$ cat src/hw/rtl/srax_pkg.sv
package srax_pkg;

    // default geometry
    localparam int QUEUE_DEPTH_DEF = 32;
    localparam int COLUMN_BITS_DEF = 16;
    localparam int VALUE_BITS_DEF  = 31;
    localparam int COUNT_BITS      = 16;

    // register reset values
    localparam int MODULUS_RESET = 32003;
    localparam int SCALE_RESET   = 1;

    // register indexes
    localparam logic REG_MODULUS = 1'b0;
    localparam logic REG_SCALE   = 1'b1;

    // result kinds
    localparam logic [1:0] KIND_ENTRY    = 2'd0;
    localparam logic [1:0] KIND_ROW_END  = 2'd1;
    localparam logic [1:0] KIND_OVERFLOW = 2'd2;

    // decoded input operations
    typedef enum logic [1:0] {
        OP_PUSH_P = 2'd0,
        OP_PUSH_Q = 2'd1,
        OP_END_P  = 2'd2,
        OP_END_Q  = 2'd3
    } op_t;

endpackage

$ cat src/hw/rtl/srax_front.sv
module srax_front #(
    parameter int COLUMN_BITS = 16,
    parameter int VALUE_BITS  = 31
) (
    input  logic                   clk,
    input  logic                   rst_n,
    input  logic                   in_valid,
    output logic                   in_ready,
    input  logic [1:0]             cmd,
    input  logic [COLUMN_BITS-1:0] entry_column,
    input  logic [VALUE_BITS-1:0]  entry_value,
    output logic                   item_valid,
    input  logic                   item_ready,
    output srax_pkg::op_t          item_op,
    output logic [COLUMN_BITS-1:0] item_column,
    output logic [VALUE_BITS-1:0]  item_value
);
    import srax_pkg::*;

    op_t                   op_mem [2];
    logic [COLUMN_BITS-1:0] col_mem [2];
    logic [VALUE_BITS-1:0]  val_mem [2];
    logic                   wr_ptr_reg;
    logic                   rd_ptr_reg;
    logic [1:0]             cnt_reg;
    logic [1:0]             cnt_next;
    op_t                    dec_op;
    logic                   push;
    logic                   pop;

    // classify the incoming command
    always_comb
    begin
        unique case (cmd)
            2'd0:    dec_op = OP_PUSH_P;
            2'd1:    dec_op = OP_PUSH_Q;
            2'd2:    dec_op = OP_END_P;
            default: dec_op = OP_END_Q;
        endcase
    end

    assign in_ready   = (cnt_reg != 2'd2);
    assign push       = in_valid && in_ready;
    assign item_valid = (cnt_reg != 2'd0);
    assign pop        = item_valid && item_ready;

    assign item_op     = op_mem[rd_ptr_reg];
    assign item_column = col_mem[rd_ptr_reg];
    assign item_value  = val_mem[rd_ptr_reg];

    always_comb
    begin
        cnt_next = cnt_reg;
        if (push && !pop)
        begin
            cnt_next = cnt_reg + 2'd1;
        end
        else if (pop && !push)
        begin
            cnt_next = cnt_reg - 2'd1;
        end
    end

    // two-beat queue between front and back
    always_ff @(posedge clk or negedge rst_n)
    begin
        if (!rst_n)
        begin
            wr_ptr_reg <= 1'b0;
            rd_ptr_reg <= 1'b0;
            cnt_reg    <= 2'd0;
        end
        else
        begin
            cnt_reg <= cnt_next;
            if (push)
            begin
                wr_ptr_reg <= ~wr_ptr_reg;
            end
            if (pop)
            begin
                rd_ptr_reg <= ~rd_ptr_reg;
            end
        end
    end

    always_ff @(posedge clk)
    begin
        if (push)
        begin
            op_mem[wr_ptr_reg]  <= dec_op;
            col_mem[wr_ptr_reg] <= entry_column;
            val_mem[wr_ptr_reg] <= entry_value;
        end
    end

endmodule

$ cat config.mk
export PLATFORM = sky130hd
export DESIGN_NAME = srax_front
export DESIGN_NICKNAME = d
export VERILOG_FILES = /design/src/hw/rtl/srax_pkg.sv /design/src/hw/rtl/srax_front.sv
export SDC_FILE = /design/constraint.sdc
export NUM_CORES = 1
export LEC_CHECK = 0
export BUFFER_PORTS_ARGS = -buffer_cell sky130_fd_sc_hd__buf_2
export CAP_MARGIN = 20
export CELL_PAD_IN_SITES_DETAIL_PLACEMENT = 1
export CELL_PAD_IN_SITES_GLOBAL_PLACEMENT = 2
export CORE_MARGIN = 5
export CORE_UTILIZATION = 39
export CTS_CLUSTER_SIZE = 14
export DETAILED_ROUTE_END_ITERATION = 10
export MAX_ROUTING_LAYER = met4
export PLACE_DENSITY_LB_ADDON = 0.1
export SLEW_MARGIN = 20
export SYNTH_ARGS = -nofsm -noshare
export SYNTH_HDL_FRONTEND = slang
export SYNTH_SLANG_ARGS = --single-unit
$ cat constraint.sdc
create_clock -name clk -period 3.5 [get_ports clk]
set_clock_uncertainty 0.15 [all_clocks]
set_input_delay 0.7 -clock clk [delete_from_list [all_inputs] [get_ports clk]]
set_output_delay 0.7 -clock clk [all_outputs]
set_load 0.05 [all_outputs]
==> flow_metrics.tcl <==
set metrics [dict create \
    status "finished, final reports clean" \
    power_switching_mw 1.95 \
    nFillCells 975 \
    syn2layout_area_growth_pct 22.3 \
    cts_setup_buffers 0 \
    worstSetupEndpoint "item_column[1]" \
    ir_drop_mv 0.484 \
    root_buffer "clkbuf_8" \
    yosysTopAreaCell "edfxtp_1" \
    place_area_mm2 0.00464 \
    min_period_ns 2.77 \
    crit_path_start_kind "register" \
    slew_headroom_pct 58.4 \
    ios 104 \
    grt_pass1_vias 2122 \
    ant_nets 0 \
    critPathCaptureType "output port" \
    wl_per_cell_um 16.4 \
    p_int_mw 2.87 \
    clockPowerShare_pct 17.7 \
    synth_cells 173 \
    final_cell_mix "103 x buf_2, 98 x edfxtp_1, 49 x mux2_4, 9 x clkbuf_8" \
    dieArea_mm2 0.0124 \
    reg_top3 "val_mem: 62 flops, col_mem: 32 flops, op_mem: 4 flops" \
    grt_start_max_net_pins 34 \
    die_x_um 111 \
    cts_sinks 102 \
    rsz0062_at_grt "false" \
    max-clock-path-buffers 2 \
    fp-row-count 37 \
    dpl.hpwl_mm 4.86 \
    clk_pin_slew_ns 0.09 \
    cts_tree "done" \
    nets 338 \
    cp.arrival_ns 1.92 \
    insertion_delay_ns 0.35 \
    setup_viol 0 \
    switching_share_pct 40.5 \
    gp_congestion 0.719 \
    via_per_inst 4.50 \
    reg2reg_from "cnt_reg[0]" \
    final_area_mm2 0.00488 \
    worst_pin_slew_ns 0.623 \
    fmax_mhz 361 \
    period_share_pct 79.2 \
    die_y_um 111 \
    syn_area_per_cell_um2 23.1 \
    drive_above_1_share_pct 60.1 \
    path_max_fanout 25 \
    register_area_mm2 0.00305 \
    yosys_warnings 0 \
    drt_wl_total_mm 6.94 \
    min_path_type "reg -> reg" \
    grt-ovfl-total 0 \
    cts_resized 0 \
    hold_buffers 1 \
    crit_required_ns 2.65 \
    critPathLaunch "rd_ptr_reg" \
    layout_commonest_cell "buf_2" \
    port_buffers 103 \
    synth_seq_area_share_pct 76.2 \
    syn_area_mm2 0.00399 \
    maxCapViolCount 0 \
    synth.area.top_cells "edfxtp_1 74%, mux2_4 18%, buf_12 2.5%, dfrtp_1 2.5%, xnor2_1 0.66%" \
    grt_first_pass_wirelength_mm 11.0 \
    largest_reg_flops 62 \
    synth_top_area_share_pct 73.7 \
    drv_slew 0 \
    crit_type "reg -> out" \
    r2r_cells 4 \
    synth_nets 227 \
    setup_ws_ns 0.727 \
    combinationalPowerShare_pct 44.2 \
    vias 1910 \
    core-area_mm2 0.0101 \
    power_frac_seq_pct 38.1 \
    grt.total_usage_pct 11.9 \
    fin_tns_setup_ns 0 \
    regMostFlops "val_mem" \
    synth_cell_type_count 15 \
    start_util_pct 39.4 \
    p_leak_nw 1.96 \
    antenna_cells 0 \
    drc 0 \
    multiInputGateArea_um2 835 \
    drt_iter0_markers 39 \
    pre_cts_slack_ns 1.07 \
    htreeDepth 3 \
    powerDensity_mw_per_mm2 987 \
    synth-seq-cells 102 \
    antenna_found_initial 0 \
    r2r_setup_slack_ns 1.50 \
    cts_buffers 9 \
    drt-pass1-iter-count 4 \
    r2r_end "val_mem[0][20]" \
    hold_violations 0 \
]
## worst min path at each step
stage | startpoint | end | slack, ns | cells after the start
finish | cnt_reg[1] | cnt_reg[1] | 0.36 | 1
global route | entry_value[4] | val_mem[1][4] | 0.35 | 1
CTS | entry_value[4] | val_mem[1][4] | 0.35 | 1
detailed placement | cnt_reg[1] | cnt_reg[1] | 0.35 | 1
global placement | cnt_reg[1] | cnt_reg[1] | 0.34 | 1
floorplan | rst_n | cnt_reg[0] | 0.25 | 0
## Yosys cell counts, drive strengths merged
cell,n
ha,1
and3,1
inv,1
xnor2,3
mux2,49
nand2,2
nor2,2
clkbuf,2
dfrtp,4
or2,1
buf,6
xor2,2
edfxtp,98
nand2b,1
## routing by layer
| metal | global-route usage [%] | wire [um] |
|---|---|---|
| met5 | - | 0 |
| met4 | 5.11 | 101 |
| met3 | 3.55 | 449 |
| met2 | 20.2 | 3480 |
| met1 | 13.1 | 2910 |
## stage by stage
step	util (%)	hold slack, ns	total power, mW	instances
3_3_place_gp	45.7	0.341	4.02	408
6_report	48.2	0.360	4.82	424
2_1_floorplan	-	0.254	3.68	173
3_5_place_dp	45.7	0.349	4.04	408
4_1_cts	48.2	0.354	4.90	424
5_1_grt	48.2	0.346	5.04	424
## critical path, stage by stage, from the launching register on
cell and delay, ns:
dfrtp_4 0.77, buf_12 0.27, mux2_4 0.32, buf_2 0.21
## power groups by stage
stage | combinational, mW | clock (mW) | sequential (mW)
after floorplan | 1.92 | 0 | 1.76
after detailed placement | 2.17 | 0 | 1.87
final | 2.13 | 0.855 | 1.83
after CTS | 2.17 | 0.887 | 1.84
after global placement | 2.16 | 0 | 1.86
after global routing | 2.23 | 0.944 | 1.87
## cell type report
type / instances / area share (%)
tap: 136 / 3.49
inverter: 1 / 0.0769
clock inverter: 5 / 2.18
sequential: 102 / 62.4
multi-input combinational: 62 / 17.1
clock buffer: 10 / 2.61
timing repair buffer: 108 / 12.1
## cell families after synthesis
group | synth area share [%]
buffers and inverters | 3.07
adders and majority gates | 0.313
xor gates and xnor gates | 1.10
muxes | 18.4
DFF | 76.2
and+or+nand+nor | 0.847
(Power assumes the default switching activity.)
